===== config.mk =====
export PLATFORM = sky130hd
export DESIGN_NAME = run_length_bitmap_decoder_core_flat
export DESIGN_NICKNAME = d
export VERILOG_FILES = /design/src/rlbd_pkg.sv /design/src/rlbd_in_if.sv /design/src/rlbd_out_if.sv /design/src/run_length_bitmap_decoder_core.sv /design/src/flat_wrapper.sv
export VERILOG_INCLUDE_DIRS = /design/src /design/src/src
export SDC_FILE = /design/constraint.sdc
export NUM_CORES = 1
export LEC_CHECK = 0
export BUFFER_PORTS_ARGS = -buffer_cell sky130_fd_sc_hd__buf_2
export CORE_MARGIN = 2
export CORE_UTILIZATION = 35
export DETAILED_ROUTE_END_ITERATION = 10
export SLEW_MARGIN = 25
export SYNTH_ARGS = -nofsm -noshare
export SYNTH_HDL_FRONTEND = slang
export SYNTH_SLANG_ARGS = --single-unit

===== constraint.sdc =====
create_clock -name clk -period 3.6 [get_ports clk]
set_input_delay 0 -clock clk [delete_from_list [all_inputs] [get_ports clk]]
set_output_delay 0 -clock clk [all_outputs]
set_load 0.005 [all_outputs]

===== src/run_length_bitmap_decoder_core_macros.svh =====
// Assertion macros for the run-length bitmap decoder.
`ifndef RUN_LENGTH_BITMAP_DECODER_CORE_MACROS_SVH
`define RUN_LENGTH_BITMAP_DECODER_CORE_MACROS_SVH

// Same-cycle implication, checked out of reset.
`define RLBD_ASSERT_NOW(lbl, ante, cons) \
	lbl: assert property (@(posedge clk) disable iff (!arst_n) (ante) |-> (cons)) \
		else $error("rlbd assertion failed");

// Next-cycle implication, checked out of reset.
`define RLBD_ASSERT_NEXT(lbl, ante, cons) \
	lbl: assert property (@(posedge clk) disable iff (!arst_n) (ante) |=> (cons)) \
		else $error("rlbd assertion failed");

`endif


===== src/rlbd_pkg.sv =====
// Package: types and constants of the run-length bitmap decoder.
package rlbd_pkg;

	localparam int unsigned TOTAL_BYTES = 32768;
	localparam int unsigned END_BITS    = TOTAL_BYTES * 8;
	localparam int unsigned POS_W       = $clog2(END_BITS) + 1;
	localparam int unsigned IDX_W       = 15;

	localparam logic CMD_PLACE = 1'b0;
	localparam logic CMD_RUN   = 1'b1;

	localparam logic [1:0] NEED_PLACE = 2'd0;
	localparam logic [1:0] NEED_RUN   = 2'd1;
	localparam logic [1:0] NEED_DONE  = 2'd2;

	typedef struct packed {
		logic       cmd;
		logic [7:0] skip;
		logic [7:0] count;
		logic [7:0] run_byte;
	} in_item_t;

	typedef struct packed {
		logic             byte_valid;
		logic [7:0]       data_byte;
		logic [IDX_W-1:0] byte_index;
		logic             last;
		logic [1:0]       next_needed;
	} out_item_t;

endpackage


===== src/rlbd_in_if.sv =====
// Input channel interface of the run-length bitmap decoder.
interface rlbd_in_if;
	import rlbd_pkg::*;

	logic     valid;
	logic     ready;
	in_item_t data;

	modport source(output valid, output data, input ready);
	modport sink(input valid, input data, output ready);
endinterface


===== src/rlbd_out_if.sv =====
// Result channel interface of the run-length bitmap decoder.
interface rlbd_out_if;
	import rlbd_pkg::*;

	logic      valid;
	logic      ready;
	out_item_t data;

	modport source(output valid, output data, input ready);
	modport sink(input valid, input data, output ready);
endinterface


===== src/run_length_bitmap_decoder_core.sv =====
// Run-length bitmap decoder core: bit-serial placement of skips and runs into bitmap bytes.
//
// Items are taken one at a time. An item is accepted, then each skipped or placed
// bit is shifted into the bit-serial shift register that builds each byte, then the
// skip phase and the placing phase are left in turn and the closing result is issued;
// a run byte has no skip phase, and an ignored item goes straight to its closing
// result. Completed bytes are held one deep so the final one can carry last and
// next_needed; bit placement pauses when a byte completes while one is already held
// and the result register is full and cannot drain, and the closing result waits
// until the result register is free. Ready is high only between items.
module run_length_bitmap_decoder_core (
	input  logic clk,
	input  logic arst_n,
	rlbd_in_if.sink    items,
	rlbd_out_if.source results
);
	import rlbd_pkg::*;

	localparam logic [1:0] ST_IDLE   = 2'd0;
	localparam logic [1:0] ST_SKIP   = 2'd1;
	localparam logic [1:0] ST_PLACE  = 2'd2;
	localparam logic [1:0] ST_FINISH = 2'd3;

	localparam logic [POS_W-1:0] END_POS = POS_W'(END_BITS);

	logic [1:0]       state_q;
	logic [POS_W-1:0] pos_q;
	logic             value_q;
	logic [7:0]       run_rem_q;
	logic [7:0]       place_rem_q;
	logic [7:0]       skip_rem_q;
	logic [7:0]       partial_q;
	logic             header_q;
	logic             pend_valid_q;
	logic [7:0]       pend_byte_q;
	logic [IDX_W-1:0] pend_idx_q;
	logic             out_valid_q;
	out_item_t        out_q;

	logic [1:0] need;
	logic       accept;
	logic       out_free;
	logic       at_end;
	logic       step_active;
	logic       step_bit;
	logic       byte_done;
	logic       step_go;
	logic       finish_go;
	logic       push_out;
	logic       run_ok;
	logic       place_ok;
	logic [7:0] shifted;

	always_comb begin
		if (!header_q) begin
			need = NEED_RUN;
		end else if (place_rem_q != 8'd0) begin
			need = (run_rem_q == 8'd0) ? NEED_RUN : NEED_PLACE;
		end else if (pos_q >= END_POS) begin
			need = NEED_DONE;
		end else begin
			need = NEED_PLACE;
		end
	end

	assign items.ready = (state_q == ST_IDLE);
	assign accept      = items.valid && items.ready;
	assign out_free    = !out_valid_q || results.ready;
	assign at_end      = (pos_q >= END_POS);
	assign run_ok      = (need != NEED_DONE) && (items.data.cmd == CMD_RUN) && (need == NEED_RUN);
	assign place_ok    = (need != NEED_DONE) && (items.data.cmd == CMD_PLACE)
		&& (need == NEED_PLACE);

	always_comb begin
		case (state_q)
			ST_SKIP: begin
				step_active = (skip_rem_q != 8'd0);
				step_bit    = 1'b0;
			end
			ST_PLACE: begin
				step_active = (place_rem_q != 8'd0) && (run_rem_q != 8'd0);
				step_bit    = value_q;
			end
			default: begin
				step_active = 1'b0;
				step_bit    = 1'b0;
			end
		endcase
	end

	assign shifted   = {step_bit, partial_q[7:1]};
	assign byte_done = step_active && !at_end && (pos_q[2:0] == 3'b111);
	assign step_go   = step_active && (!byte_done || !pend_valid_q || out_free);
	assign finish_go = (state_q == ST_FINISH) && out_free;
	assign push_out  = (step_go && byte_done && pend_valid_q) || finish_go;

	always_ff @(posedge clk or negedge arst_n) begin
		if (!arst_n) begin
			state_q      <= ST_IDLE;
			pos_q        <= '0;
			value_q      <= 1'b1;
			run_rem_q    <= 8'd0;
			place_rem_q  <= 8'd0;
			skip_rem_q   <= 8'd0;
			partial_q    <= 8'd0;
			header_q     <= 1'b0;
			pend_valid_q <= 1'b0;
			out_valid_q  <= 1'b0;
		end else begin
			if (push_out) begin
				out_valid_q <= 1'b1;
			end else if (results.ready) begin
				out_valid_q <= 1'b0;
			end

			if (step_go && !at_end) begin
				partial_q <= byte_done ? 8'd0 : shifted;
				pos_q     <= pos_q + 1'b1;
			end
			if (step_go && byte_done) begin
				pend_valid_q <= 1'b1;
			end

			case (state_q)
				ST_IDLE: begin
					if (accept) begin
						if (run_ok) begin
							header_q  <= 1'b1;
							run_rem_q <= header_q ? items.data.run_byte
								: {1'b0, items.data.run_byte[7:1]};
							if (header_q) begin
								value_q <= !value_q;
							end
							state_q <= ST_PLACE;
						end else if (place_ok) begin
							skip_rem_q  <= items.data.skip;
							place_rem_q <= items.data.count;
							state_q     <= ST_SKIP;
						end else begin
							state_q <= ST_FINISH;
						end
					end
				end
				ST_SKIP: begin
					if (!step_active) begin
						state_q <= ST_PLACE;
					end else if (step_go) begin
						skip_rem_q <= skip_rem_q - 8'd1;
					end
				end
				ST_PLACE: begin
					if (!step_active) begin
						state_q <= ST_FINISH;
					end else if (step_go) begin
						run_rem_q   <= run_rem_q - 8'd1;
						place_rem_q <= place_rem_q - 8'd1;
					end
				end
				ST_FINISH: begin
					if (out_free) begin
						pend_valid_q <= 1'b0;
						state_q      <= ST_IDLE;
					end
				end
				default: begin
					state_q <= ST_IDLE;
				end
			endcase
		end
	end

	always_ff @(posedge clk) begin
		if (step_go && byte_done) begin
			pend_byte_q <= shifted;
			pend_idx_q  <= IDX_W'(pos_q >> 3);
		end
		if (push_out) begin
			if (finish_go) begin
				out_q.byte_valid  <= pend_valid_q;
				out_q.data_byte   <= pend_valid_q ? pend_byte_q : 8'd0;
				out_q.byte_index  <= pend_valid_q ? pend_idx_q : '0;
				out_q.last        <= 1'b1;
				out_q.next_needed <= need;
			end else begin
				out_q.byte_valid  <= 1'b1;
				out_q.data_byte   <= pend_byte_q;
				out_q.byte_index  <= pend_idx_q;
				out_q.last        <= 1'b0;
				out_q.next_needed <= NEED_PLACE;
			end
		end
	end

	assign results.valid = out_valid_q;
	assign results.data  = out_q;

`include "run_length_bitmap_decoder_core_macros.svh"

	`RLBD_ASSERT_NOW(a_pend_not_idle, pend_valid_q, state_q != ST_IDLE)
	`RLBD_ASSERT_NOW(a_pos_in_range, 1'b1, pos_q <= END_POS)
	`RLBD_ASSERT_NEXT(a_accept_busy, accept, state_q != ST_IDLE)
	`RLBD_ASSERT_NOW(a_idle_settled, state_q == ST_IDLE, place_rem_q == 8'd0 || run_rem_q == 8'd0)

endmodule


===== src/flat_wrapper.sv =====
// flat-port wrapper written by rule: the top's interface ports become plain ports
module run_length_bitmap_decoder_core_flat import rlbd_pkg::*;
  (clk, arst_n, items_valid, items_data, items_ready, results_valid, results_data, results_ready);
  rlbd_in_if items_i ();
  rlbd_out_if results_i ();
  input  logic clk;
  input  logic arst_n;
  input wire logic [$bits(items_i.valid)-1:0] items_valid;
  input wire logic [$bits(items_i.data)-1:0] items_data;
  output wire logic [$bits(items_i.ready)-1:0] items_ready;
  output wire logic [$bits(results_i.valid)-1:0] results_valid;
  output wire logic [$bits(results_i.data)-1:0] results_data;
  input wire logic [$bits(results_i.ready)-1:0] results_ready;
  assign items_i.valid = items_valid;
  assign items_i.data = items_data;
  assign items_ready = items_i.ready;
  assign results_valid = results_i.valid;
  assign results_data = results_i.data;
  assign results_i.ready = results_ready;
  run_length_bitmap_decoder_core u_core (.clk(clk), .arst_n(arst_n), .items(items_i), .results(results_i));
endmodule

==> reports/metrics.csv, run 1 <==
metric,value,unit
outcome,"complete, but fails checks",
violations,negative hold slack,
intPower,2.97,mW
p_sw_share,38.9,%
postCtsResizedCells,0,
grt_start_max_net_pins,47,
fp-row-count,44,
whs,-0.00192,ns
seq_area,2900,um2
ant_nets,0,
path_class,register to register,
setup_tns,0,ns
synth_seq_cells,106,
synth.distinct_cells,69,
cts_max_level,3,
drive_above_1_share,19.8,%
rsz0062_at_grt,no,
clkTransAtPathRegs,0.08,ns
multi_input_area,2100,um2
grt_pass1_vias,3680,
power_frac_seq,40.8,%
worstReg2RegStart,u_core.place_rem_q[0]$_DFFE_PN0P_,
p_switching,1.89,mW
fin_worst_skew,0.00705,ns
netlist_area,5140,um2
min_period,2.93,ns
worst_pin_slew,0.771,ns
insertion_delay,0.35,ns
setup_viol,0,
routed_via_density,5.34,
min_period_over_period,81.4,%
globalRouteOverflowTotal,0,
gp_congestion,0.819,
root_buffer,clkbuf_16,
drt_iter0_markers,214,
start_kind,register,
finalMaxSlewViolations,0,
syn_to_final_growth,17.1,%
clock.fmax,341,MHz
clock_sinks,106,
io_buffers,57,
crit_chain,inv_1 > ha_1 > nor4b_1 > a311oi_1 > a32oi_2 > and4b_2 > nor3_1,
slew_headroom,48.6,%
min_from,items_data[20],
cp.required,3.86,ns
grt_pass1_wl,17.8,mm
synthFlopType,dfrtp_1,
dieArea,15700,um2
cp-end-kind,register,
drt-total-wl,10.3,mm
crit_slowest_cell,a32oi_2,
power_density,807,nW/um2
hold_violations,1,
synthArstFlopShare,52.8,%
final_nets,540,
yosys_warnings,0,
fillCellCount,1381,
drc,0,
cp_max_fo,13,
cts_tree,done,
synth_area_per_cell,11.8,um2
clockBufferDepth,2,
ioPinCount,58,
seq_area_frac_synth,56.5,%
p_leak,2.50,nW
core,14400,um2
fp.dieH,125,um
dp_hpwl,7.19,mm
grt_usage,13.7,%
cts_buffers,9,
antenna_found_initial,0,
synth-edff-count,50,
power,4.86,mW
cp-startpoint,u_core.place_rem_q[0]$_DFFE_PN0P_,
start_util,35.7,%
cap_violations,0,
firstDrtPassIters,4,
synthCells,437,
pwr-share-comb,38.7,%
clkPwrFrac,20.5,%
syn-num-nets,476,
min_path_type,input pin to register,
wl_per_cell,15.0,um
antenna_cells,0,
die_w,125,um
ir_worst_vdd,0.341,mV
cpPeakStageDelay,0.70,ns
num_vias,3688,
cp.arrival,3.19,ns
## final timing paths
path / endpoint / slack [ns] / cells after the start
setup / recovery: u_core.skip_rem_q[7]$_DFFE_PN0P_ / 0.67 / 7
min in group asynchronous: u_core.place_rem_q[3]$_DFFE_PN0P_ / 0.22 / 2
setup reg to reg: u_core.skip_rem_q[7]$_DFFE_PN0P_ / 0.67 / 7
max in group asynchronous: u_core.skip_rem_q[7]$_DFFE_PN0P_ / 2.55 / 3
hold / removal: u_core.skip_rem_q[4]$_DFFE_PN0P_ / -0.002 / 3
hold reg to reg: u_core.pend_byte_q[0]$_DFFE_PP_ / 0.47 / 0
## routing by layer
metal | part of all wire, % | vias to the layer above | GRT usage [%]
met5 | 0 | - | 0
li1 | - | 1764 | -
met3 | 5.5 | 12 | 3.21
met4 | 1.1 | 0 | 4.84
met2 | 47 | 116 | 21.8
met1 | 46 | 1796 | 18.3
## flip-flops by register name, indices dropped and copies added, names as in the netlist
register	cells
u_core.run_rem_q	8
u_core.pos_q	19
u_core.state_q	2
u_core.results.valid	1
u_core.pend_idx_q	15
u_core.results.data	27
u_core.place_rem_q	8
u_core.pend_byte_q	8
u_core.pend_valid_q	1
u_core.value_q	1
u_core.header_q	1
u_core.partial_q	7
u_core.skip_rem_q	8
## logic make-up (layout without fill, tap and decap cells)
logic type / count (synthesis) / count (layout) / synth area share (%)
AOI/OAI and AO/OA: 100 / 100 / 15.6
adders and majority gates: 10 / 10 / 2.43
and+or+nand+nor: 150 / 150 / 16.2
DFF: 106 / 106 / 56.5
xor gates and xnor gates: 17 / 17 / 2.89
buffers and inverters: 37 / 106 / 2.94
muxes: 17 / 17 / 3.43
## cell usage in the layout (no fill, tap or decap), drive strengths merged, types with 6 or more instances in the layout
cell         Yosys  layout
a221oi           7       7
xor2             6       6
buf              6      63
dfrtp           55      55
clkbuf          13       9
a221o            6       6
mux2i           12      12
a22o             7       7
o22ai            6       6
edfxtp          50      50
nand2           35      35
nor2            17      17
a21oi           13      13
xnor2           11      11
ha              10      10
nand3           17      17
o21ai           18      18
and2            27      27
inv             17      21
dlygate4sd3      0       9
a2bb2oi          8       8
and3            11      11
## cells in the mapped netlist, types with 10 or more instances
| library cell | instances | area share (%) |
|---|---|---|
| nor2_1 | 17 | 1.2 |
| a21oi_1 | 12 | 1.2 |
| clkbuf_1 | 13 | 0.95 |
| nand2_1 | 34 | 2.5 |
| edfxtp_1 | 50 | 29 |
| nand3_1 | 17 | 1.7 |
| and2_1 | 27 | 3.3 |
| dfrtp_1 | 55 | 27 |
| o21ai_0 | 18 | 1.8 |
| inv_1 | 17 | 1.2 |
| mux2i_1 | 12 | 2.3 |
| ha_1 | 10 | 2.4 |
| and3_1 | 11 | 1.3 |
| xnor2_1 | 11 | 1.9 |
## final cells by class
type,count,area share (%)
tap,184,3.82
sequential,106,48.2
clock buffer,9,3.74
multi-input combinational,294,34.8
clock inverter,7,1.33
timing repair buffer,72,6.98
inverter,18,1.12
## power by group through the flow
stage / clock network (mW) / registers [mW] / logic [mW]
after floorplan: 0 / 1.93 / 1.45
after global placement: 0 / 1.99 / 1.82
after detailed placement: 0 / 2.00 / 1.88
after CTS: 1.02 / 1.98 / 1.89
after global routing: 1.07 / 2.03 / 2.12
final: 0.995 / 1.98 / 1.88
## per-stage QoR
| step | util (%) | hold WS (ns) | setup slack (ns) | cells | cell area, um2 |
|---|---|---|---|---|---|
| 2_1_floorplan | - | -0.296 | 0.385 | 437 | 5140 |
| 3_3_place_gp | 39.0 | 0.0816 | 0.818 | 665 | 5630 |
| 3_5_place_dp | 39.0 | 0.102 | 0.680 | 665 | 5630 |
| 4_1_cts | 41.8 | 0.000562 | 0.661 | 690 | 6020 |
| 5_1_grt | 41.8 | 0.0243 | 0.503 | 690 | 6020 |
| 6_report | 41.8 | -0.00192 | 0.669 | 690 | 6020 |
## worst max-delay path: cells and delay by family, from the launching register on
family / cells / cell delay, ns
AND/OR/NAND/NOR: 3 / 1.10
AO/OA/AOI/OAI: 2 / 0.98
flip-flops: 1 / 0.41
adder cells (fa/ha/maj): 1 / 0.25
buffers and inverters: 1 / 0.09
## timing repair
action / in CTS / in global routing
setup endpoints to repair: 0 / 0
endpoints found under the hold margin: 35 / 0
hold buffers: 9 / 0
setup buffers: 0 / 0
Note: power is estimated with default switching activity, not from simulation.
==> run 2, diff against run 1 <==
==> constraint.sdc (replaced) <==
create_clock -name clk -period 2.8 [get_ports clk]
set_input_delay 0 -clock clk [delete_from_list [all_inputs] [get_ports clk]]
set_output_delay 0 -clock clk [all_outputs]
set_load 0.005 [all_outputs]
==> run 2 against run 1 <==
Net effect:
- the flow now finishes without violations
- maximum frequency rose by 11%
- setup slack got worse by 0.52 ns
- flip-flop and latch count did not move
- count of clock-buffer cells in the layout rose by 1
- largest cell class unchanged
- largest power group is now combinational logic
==> reports/metrics.csv, run 2 (synthesized netlist as in run 1, its figures left out) <==
metric,value,unit,change
dp_hpwl,7.42,mm,+3.3%
clock_sinks,106,,unchanged
cpLargestDelayFamily,compound AO/OA/AOI/OAI gates,,
syn_to_final_growth,19.7,%,
min_period_over_period,94.7,%,+13 points
clkTransAtPathRegs,0.07,ns,about the same
crit_slowest_cell,or4b_1,,
hold_violations,0,,-1
root_buffer,clkbuf_16,,
slew_headroom,49.4,%,+0.82 points
ir_worst_vdd,0.478,mV,+40%
start_util,35.7,%,unchanged
ioPinCount,58,,unchanged
die_w,125,um,unchanged
rsz0062_at_grt,no,,
core,14400,um2,unchanged
cts_tree,done,,
path_class,register to register,,
layout_commonest_cell,buf_2,,
cts_max_level,3,,unchanged
power,6.42,mW,+32%
grt_start_max_net_pins,47,,unchanged
gp_congestion,0.847,,+3.4%
firstDrtPassIters,5,,+1
setup_tns,0,ns,unchanged
min_period,2.65,ns,-0.280 ns
power_density,1040,nW/um2,+29%
antenna_cells,0,,unchanged
clock.fmax,377,MHz,+11%
p_leak,2.58,nW,+3.1%
outcome,completed,,
wl_per_cell,15.1,um,+1.1%
fin_worst_skew,0.00430,ns,-0.00275 ns
grt_pass1_vias,3598,,-2.2%
drive_above_1_share,21.6,%,+1.9 points
cp.arrival,2.93,ns,-0.26 ns
final_nets,556,,+3.0%
num_vias,3751,,+1.7%
start_kind,register,,
drt_iter0_markers,244,,+14%
routed_via_density,5.31,,-0.60%
cp-end-kind,register,,
ant_nets,0,,unchanged
cts_buffers,9,,unchanged
crit_chain,inv_1 > ha_1 > or4b_1 > buf_4 > a211o_4 > a21oi_4 > a2bb2oi_4 > mux2i_1,,
grt_pass1_wl,17.7,mm,-0.66%
fp.dieH,125,um,unchanged
drc,0,,unchanged
final_cell_mix,"buf_2 (56), dfrtp_1 (55), edfxtp_1 (50), nand2_1 (34), and2_1 (27)",,
fillCellCount,1375,,-0.43%
cp.required,3.08,ns,-0.78 ns
cp_max_fo,8,,-5
antenna_found_initial,0,,unchanged
min_path_type,input pin to register,,
clockBufferDepth,2,,unchanged
finalMaxSlewViolations,0,,unchanged
grt_usage,13.9,%,+0.29 points
drt-total-wl,10.7,mm,+3.5%
setup_viol,0,,unchanged
insertion_delay,0.36,ns,about the same
cp_num_buf_inv,2,,+1
worst_pin_slew,0.759,ns,-0.0123 ns
cap_violations,0,,unchanged
cpPeakStageDelay,0.49,ns,-0.21 ns
io_buffers,57,,unchanged
largest_register_ffs,27,,unchanged
fp-row-count,44,,unchanged
globalRouteOverflowTotal,0,,unchanged
dieArea,15700,um2,unchanged
-- run 2: per-stage QoR --
stage                     hold slack, ns  utilization (%)  setup slack (ns)  cells  instance area (um2)
after CTS                         0.0123             42.7             0.138    706                 6150
after global placement             0.222             39.8             0.237    680                 5740
after global routing             0.00764             42.7            0.0231    706                 6160
after floorplan                   -0.296                -            0.0464    437                 5150
final                            0.00792             42.7             0.148    706                 6160
after detailed placement           0.262             39.9             0.153    680                 5750
-- run 2: tightest hold or removal path, cell delays in order --
cell and delay, ns:
buf_2 0.09, o22a_1 0.13, o22a_1 0.12
-- run 2: layer usage --
layer  up-vias  track usage (%)  part of all wire [%]
li1       1797                -                     -
met4         0             4.90                   1.4
met3        15             4.19                   5.8
met5         -                0                     0
met2       113             23.1                    49
met1      1826             17.4                    44
-- run 2: final timing paths --
| path | start | endpoint | slack (ns) | cells past startpoint |
|---|---|---|---|---|
| min in group asynchronous | arst_n | u_core.skip_rem_q[0]$_DFFE_PN0P_ | 0.19 | 2 |
| max reg2reg | u_core.run_rem_q[0]$_DFFE_PN0P_ | u_core.run_rem_q[0]$_DFFE_PN0P_ | 0.15 | 8 |
| min | items_data[20] | u_core.skip_rem_q[4]$_DFFE_PN0P_ | 0.008 | 3 |
| max | u_core.run_rem_q[0]$_DFFE_PN0P_ | u_core.run_rem_q[0]$_DFFE_PN0P_ | 0.15 | 8 |
| max in group asynchronous | arst_n | u_core.place_rem_q[5]$_DFFE_PN0P_ | 1.97 | 3 |
| min reg2reg | u_core.partial_q[1]$_DFFE_PN0P_ | u_core.pend_byte_q[0]$_DFFE_PP_ | 0.46 | 0 |
-- run 2: cell type report --
cell class                 instances  area (um2)  share of cell area, %
tap                              184         230                   3.74
clock buffer                      10         229                   3.72
inverter                          18        67.6                   1.10
timing repair buffer              88         546                   8.86
multi-input combinational        294        2100                   34.2
clock inverter                     6        76.3                   1.24
sequential                       106        2900                   47.2
-- run 2: repair_timing --
action / in CTS / in global routing
hold buffers: 10 / 0
setup endpoints to repair: 0 / 0
buffers inserted: 0 / 0
resized for setup: 0 / 0
endpoints found under the hold margin: 50 / 0
-- run 2: where the power goes --
group          internal, mW  leakage (nW)  switching [mW]
combinational          1.13          1.25            1.46
sequential             2.16          1.18           0.368
clock                 0.705         0.147           0.594
total                  4.00          2.58            2.42
